==> config.mk <==
export PLATFORM = sky130hd
export DESIGN_NAME = stlcg_q32
export DESIGN_NICKNAME = d
export VERILOG_FILES = /design/src/stlcg_pkg.sv /design/src/stlcg_q32.sv
export SDC_FILE = /design/constraint.sdc
export NUM_CORES = 1
export LEC_CHECK = 0
export ABC_AREA = 1
export ABC_CLOCK_PERIOD_IN_PS = 9550
export BUFFER_PORTS_ARGS = -buffer_cell sky130_fd_sc_hd__buf_2
export CORE_AREA = 2 2 154 156
export CTS_CLUSTER_DIAMETER = 150
export DETAILED_ROUTE_END_ITERATION = 8
export DIE_AREA = 0 0 156 158
export PLACE_DENSITY = 0.78
export SLEW_MARGIN = 10
export SYNTH_ARGS = -nofsm -noshare
export SYNTH_HDL_FRONTEND = slang
export SYNTH_SLANG_ARGS = --single-unit
export TNS_END_PERCENT = 100
==> constraint.sdc <==
create_clock -name clk -period 9.55 [get_ports clk]
set_input_delay 1.91 -clock clk [delete_from_list [all_inputs] [get_ports clk]]
set_output_delay 1.91 -clock clk [all_outputs]
set_load 0.05 [all_outputs]
==> src/stlcg_pkg.sv <==
// Shared constants, types and codes for the shuffled triple-LCG uniform generator.
// No dependencies; every other file in src/ refers to this package by scoped name.
`default_nettype none

package stlcg_pkg;

    localparam int TABLE_SIZE = 97;
    localparam int IDX_W      = (TABLE_SIZE > 1) ? $clog2(TABLE_SIZE) : 1;
    localparam int PART_W     = 18;
    localparam int WORD_W     = 32;
    localparam int ENTRY_W    = 2 * PART_W;
    localparam int N_GEN      = 3;

    localparam int GEN_A = 0;
    localparam int GEN_B = 1;
    localparam int GEN_C = 2;

    localparam int MUL_W = 13;
    localparam int INC_W = 16;

    localparam logic [PART_W-1:0] MOD_A = 18'd259200;
    localparam logic [PART_W-1:0] MOD_B = 18'd134456;
    localparam logic [PART_W-1:0] MOD_C = 18'd243000;

    localparam logic [MUL_W-1:0] LCG_MUL [N_GEN] = '{13'd7141, 13'd8121, 13'd4561};
    localparam logic [INC_W-1:0] LCG_INC [N_GEN] = '{16'd54773, 16'd28411, 16'd51349};
    localparam logic [PART_W-1:0] LCG_MOD [N_GEN] = '{MOD_A, MOD_B, MOD_C};

    // Exact floor(p / m) for p < 2^32, m < 2^18: q = (p * ceil(2^50 / m)) >> 50
    localparam int RCP_SHIFT = 50;
    localparam int RCP_W     = 33;
    localparam int QUO_W     = 15;
    localparam int PROD_W    = WORD_W + RCP_W;
    localparam logic [RCP_W-1:0] LCG_RCP [N_GEN] = '{
        33'(((66'd1 << RCP_SHIFT) + 66'd259199) / 66'd259200),
        33'(((66'd1 << RCP_SHIFT) + 66'd134455) / 66'd134456),
        33'(((66'd1 << RCP_SHIFT) + 66'd242999) / 66'd243000)
    };

    // Generator operation codes
    localparam logic LCG_LOAD = 1'b0;  // lane A: load_val mod MOD_A
    localparam logic LCG_ADV  = 1'b1;  // all lanes: one LCG step

    localparam logic signed [WORD_W-1:0] SEED_MAX = 32'sd54773;

    // Slot pick: floor(TABLE_SIZE * c / MOD_C) as (c * K) >> SLOT_SHIFT, exact for c < 2^18
    localparam int    SLOT_SHIFT = 36;
    localparam longint SLOT_MUL_V =
        ((longint'(TABLE_SIZE) << SLOT_SHIFT) + longint'(MOD_C) - 1) / longint'(MOD_C);
    localparam int    SLOT_MUL_W  = $clog2(SLOT_MUL_V + 1);
    localparam int    SLOT_PROD_W = PART_W + SLOT_MUL_W;
    localparam logic [SLOT_MUL_W-1:0] SLOT_MUL = SLOT_MUL_W'(SLOT_MUL_V);

    // Fraction: floor(n * 2^32 / (MOD_A * MOD_B)), restoring divide
    localparam int NUM_W = 36;
    localparam logic [NUM_W-1:0] FRAC_DEN = 36'd34850995200;
    localparam int DIV_BITS   = 4;
    localparam int DIV_STEPS  = WORD_W / DIV_BITS;
    localparam int DIV_CNT_W  = (DIV_STEPS > 1) ? $clog2(DIV_STEPS) : 1;

    typedef logic [PART_W-1:0]  part_t;
    typedef logic [WORD_W-1:0]  word_t;
    typedef logic [ENTRY_W-1:0] entry_t;

    typedef struct packed {
        logic start;
        logic mode;
    } lcg_ctl_t;

endpackage

`default_nettype wire

==> src/stlcg_q32.sv <==
// Fraction unit: n = a*MOD_B + b, then floor(n * 2^32 / (MOD_A*MOD_B)),
// four quotient bits per cycle. Depends on stlcg_pkg.
`default_nettype none

module stlcg_q32 (
    input  wire logic              clk,
    input  wire logic              rst_n,
    input  wire logic              start,
    input  wire stlcg_pkg::part_t  a,
    input  wire stlcg_pkg::part_t  b,
    output logic                   done,
    output stlcg_pkg::word_t       q
);

    logic [stlcg_pkg::NUM_W-1:0]     num;
    logic [stlcg_pkg::NUM_W-1:0]     rem_reg;
    logic [stlcg_pkg::NUM_W-1:0]     rem_next;
    logic [stlcg_pkg::NUM_W:0]       trial;
    logic [stlcg_pkg::DIV_BITS-1:0]  bits;
    stlcg_pkg::word_t                quo_reg;
    logic [stlcg_pkg::DIV_CNT_W-1:0] cnt_reg;
    logic                            run_reg;
    logic                            done_reg;

    assign num = stlcg_pkg::NUM_W'(a) * stlcg_pkg::NUM_W'(stlcg_pkg::MOD_B)
               + stlcg_pkg::NUM_W'(b);

    // remainder stays below the divisor, so the doubled value fits one extra bit
    always_comb
    begin
        rem_next = rem_reg;
        bits     = '0;
        trial    = '0;
        for (int k = 0; k < stlcg_pkg::DIV_BITS; k++)
        begin
            trial = {rem_next, 1'b0};
            if (trial >= {1'b0, stlcg_pkg::FRAC_DEN})
            begin
                bits[stlcg_pkg::DIV_BITS-1-k] = 1'b1;
                trial = trial - {1'b0, stlcg_pkg::FRAC_DEN};
            end
            rem_next = trial[stlcg_pkg::NUM_W-1:0];
        end
    end

    always_ff @(posedge clk or negedge rst_n)
    begin
        if (!rst_n)
        begin
            run_reg  <= 1'b0;
            done_reg <= 1'b0;
            cnt_reg  <= '0;
        end
        else
        begin
            done_reg <= 1'b0;
            if (start)
            begin
                run_reg <= 1'b1;
                cnt_reg <= '0;
            end
            else if (run_reg)
            begin
                cnt_reg <= cnt_reg + 1'b1;
                if (cnt_reg == stlcg_pkg::DIV_CNT_W'(stlcg_pkg::DIV_STEPS - 1))
                begin
                    run_reg  <= 1'b0;
                    done_reg <= 1'b1;
                end
            end
        end
    end

    always_ff @(posedge clk)
    begin
        if (start)
        begin
            rem_reg <= num;
            quo_reg <= '0;
        end
        else if (run_reg)
        begin
            rem_reg <= rem_next;
            quo_reg <= {quo_reg[stlcg_pkg::WORD_W-stlcg_pkg::DIV_BITS-1:0], bits};
        end
    end

    assign done = done_reg;
    assign q    = quo_reg;

endmodule

`default_nettype wire
After elaboration in Yosys (flattened, before gate mapping)
Cells that the tools add are included.

storage, ports and cells
  register bits = 73
  memory bits (writable) = 0
  memories = 0
  bits in read-only memories = 0
  output and inout port bits = 33
  latch bits = 0
  input port bits = 39

cells by class
  reduce and logical (&&, ||, !) cells = 1
  magnitude comparators = 4
  muxes and demuxes = 18
  div/mod/pow operators = 0
  bitwise logic cells = 0
  equal/unequal tests = 1
  add/subtract/negate cells = 6
  multipliers = 1
  shift operators = 0

operators by type and width
  kind                      number
  $mux W36                  6
  $ge A37 B36 Y1 const B    4
  $sub A36 B36 Y36 const B  4
  $add A36 B18 Y36          1
  $mul A18 B15 Y33 const B  1
  $mux W1                   10
  $mux W3                   2
  $add A3 B1 Y3 const B     1
  $eq A3 B3 Y1 const B      1
  $reduce_bool A2 Y1        1

Logic depth before layout (Yosys ltp)
  word-level depth = 10
  mapped depth = 48
  mapped depth without buffers = 46

Worst setup path after synthesis
No wires, ideal clock.

  kind = input port to flip-flop
  from = in a[8]
  to = reg rem_reg[33] (netlist name), data pin
  setup time = 253 ps
  path buffers = 0
  stages = 37
  data arrival time = 7555 ps
  required time = 9297 ps
  setup slack = 1742 ps
  path through = inv_1 > fa_1 > inv_1 > ha_1 > fa_1 > ha_1 > inv_1 > fa_1 > inv_1 > fa_1 > ha_1 > a21oi_1 > o21ai_0 > xor2_1 > ha_1 > nand3_1 > nand2_1 > nand2_1 > nand2_1 > a21oi_1 > or2_2 > nand2_1 > nand2_1 > nor2_1 > inv_1 > nor2_1 > inv_1 > nor2_1 > inv_1 > nor2_1 > nand3_1 > nor2_1 > nand2_1 > nor2_1 > xnor2_1 > nand2_1 > nand2_1

between the ends
  word-level cells in the longest chain between the ends = 3

RTL lines
  what                  RTL line         RTL
  from (decl)           stlcg_q32.sv:9   input wire stlcg_pkg::part_t a,
  $mul A18 B15 Y33      stlcg_q32.sv:25  assign num = stlcg_pkg::NUM_W'(a) * stlcg_pkg::NUM_W'(stlcg_pkg::MOD_B)
  $add A36 B18 Y36      stlcg_q32.sv:26  + stlcg_pkg::NUM_W'(b);
  $mux W36              stlcg_q32.sv:76  if (start)
  to (signal assigned)  stlcg_q32.sv:78  rem_reg <= num;
  to (signal assigned)  stlcg_q32.sv:83  rem_reg <= rem_next;
  to (decl)             stlcg_q32.sv:16  logic [stlcg_pkg::NUM_W-1:0] rem_reg;

Every way passes these cells.
A chain may end at the register's enable or synchronous reset.

Worst setup path in the final report
  from = in a[6]
  to = reg rem_reg[28] (netlist name), data pin

Same word-level chain as after synthesis.

==> results.py <==
metrics = {
    "logic_synthesis": {
        "yosys_most_used_dff": "edfxtp_1",
        "synthArstFlopShare_pct": 6.85,
        "yosys.area.top_type": "nand2_1",
        "synthTopCellsByArea": "nand2_1 (19%), ha_1 (13%), fa_1 (10%)",
        "ys_seq_elements": 73,
        "syn-num-nets": 2444,
        "synth_commonest_cells": "nand2_1 (702), inv_1 (329), nor2_1 (203), nand3_1 (166), ha_1 (143)",
        "syn_area_um2": 13800,
        "synthCells": 2193,
        "synth_top_area_share_pct": 19.1,
        "synth_edf_count": 36,
        "avgSynthCellArea_um2": 6.30,
        "yosysSeqAreaShare_pct": 13.4,
        "yosysMostFrequentCell": "nand2_1",
        "synth_warnings": 0,
        "synth_cell_types": 47,
    },
    "place": {
        "placed_cell_area_um2": 14300,
        "routabilityCongestion": 0.966,
        "place_inst": 2516,
        "io_buffers": 71,
        "hpwlAfterDp_um": 33000,
    },
    "timing": {
        "final.min_clock_period_ps": 8460,
        "skew_ps": 5.23,
        "fin_crit_sh_pct": 88.6,
        "finalSetupViolations": 0,
        "worstMarginPinSlew_ps": 990,
        "slew_headroom_pct": 33.4,
        "fmax_mhz": 118,
        "rsz0062_at_grt": "false",
        "finalMaxSlewViolations": 0,
        "tns_ps": 0,
        "hold_viol_final": 0,
    },
    "detailed_routing": {
        "wl_met1_um": 17400,
        "wl_met3_um": 1720,
        "wl_um": 39900,
        "dr_total_vias": 14000,
        "routed-wl-met2_um": 19200,
        "drt_iter0_markers": 1216,
        "postRouteAntennaNets": 0,
        "vias_per_cell": 5.52,
        "drc": 0,
        "drtPass1Iterations": 6,
        "wl_per_cell_um": 15.8,
        "routed.top_layer": "met4",
    },
    "worst_setup_path": {
        "crit_required_ps": 9640,
        "cp.arrival_ps": 8550,
        "end_kind": "flop",
        "cp_num_buf_inv": 8,
        "worstSetupStartpointType": "input pin",
        "path_common_cell": "inv_1",
        "crit_fanout": 6,
        "crit_path_max_incr_delay_ps": 540,
        "worstSetupPathType": "input pin to flop",
        "crit_family": "adder cells",
        "cp_slowest_cell": "fa_1",
    },
    "final_layout": {
        "stdcell_count": 2533,
        "final_area_um2": 14600,
        "largest_reg_flops": 36,
        "utilization_pct": 63.3,
        "nNetsFinal": 2488,
        "drive_gt1_share_pct": 9.14,
        "syn_to_final_growth_pct": 5.71,
    },
    "die": {
        "initial_core_util_pct": 59.9,
        "coreArea_um2": 23100,
        "die_y_um": 158,
        "core.rowCount": 56,
        "die-area_um2": 24600,
        "io_pins": 72,
        "die_w_um": 156,
    },
    "global_routing": {
        "grt_usage_pct": 32.3,
        "antenna_found_initial": 0,
        "grt_overflow": 0,
        "grt_max_degree": 59,
        "grt_pass1_wl_um": 64100,
        "first_global_vias": 13100,
    },
    "clock_network": {
        "htree_levels": 3,
        "root_buffer": "clkbuf_16",
        "ctsHoldBuffers": 0,
        "clk_latency_ps": 330,
        "clkTransAtPathRegs_ps": 60,
        "clockBufferDepth": 2,
        "cts_tree": "done",
        "cts_setup_buffers": 0,
        "cts_buffers": 9,
        "cts_sinks": 73,
        "cts_resized": 0,
    },
    "status": {
        "status": "finished, final reports clean",
    },
    "worst_hold_path": {
        "hp-class": "flop to flop",
    },
    "run": {
        "max_cap_viol_count": 0,
    },
}
## tightest hold or removal path, cell delays in order, from the launching register on
cell     delay, ps
dfxtp_1        310
inv_1           60
o22ai_1         70
## layout make-up
cell class                 instances  area [µm²]
multi-input combinational       1717       10300
inverter                         354        1330
timing repair buffer              82         438
antenna                            1        2.50
clock inverter                     7        76.3
tap                              290         363
sequential                        73        1850
fill                            2207        8450
clock buffer                       9         225
## cells by family (layout without fill, tap and decap cells)
| group | Yosys count | in the layout | share of synthesized area (%) |
|---|---|---|---|
| AND/OR/NAND/NOR | 1264 | 1264 | 40.3 |
| buffers and inverters | 403 | 452 | 11.9 |
| adder cells (fa/ha/maj) | 212 | 212 | 23.0 |
| AO/OA/AOI/OAI | 165 | 165 | 6.68 |
| XOR/XNOR | 76 | 76 | 4.82 |
| flip-flops | 73 | 73 | 13.4 |
| other | 0 | 1 | 0 |
## placed cells by master, fill, tap and decap left out, drive strengths merged, types with 2 or more instances in the layout
cell and count:
a21o 3, a21oi 75, buf 82, clkbuf 9, clkinv 6, dfrtp 5
dfxtp 32, edfxtp 36, fa 69, ha 143, inv 354, nand2 737
nand3 173, nand3b 8, nand4 97, nor2 232, nor3 11, nor4 3
o21ai 56, o22ai 25, o31ai 2, xnor2 16, xor2 60
## worst paths after layout
path | slack [ps] | end | startpoint | cells past startpoint
setup / recovery | 1090 | rem_reg[28] | a[6] | 32
hold / removal | 490 | q[25] | q[25] | 2
setup reg to reg | 1820 | rem_reg[27] | rem_reg[28] | 37
hold reg to reg | 490 | q[25] | q[25] | 2
max in group asynchronous | 8050 | run_reg | rst_n | 1
min in group asynchronous | 1370 | cnt_reg[0] | rst_n | 1
## metrics by stage
stage | setup slack [ps] | hold WS [ps]
floorplan | 1740 | 475
global placement | 1030 | 469
detailed placement | 852 | 486
CTS | 1150 | 494
global route | 526 | 516
finish | 1090 | 487
## per-layer routing
metal / vias up / global-route usage, %
li1: 7093 / -
met1: 6388 / 41.1
met2: 430 / 57.5
met3: 82 / 2.08
met4: 0 / 13.0
met5: - / 0
Power is not shown: default switching activity piles up to over one toggle a cycle in this logic, so the estimate is an artifact.
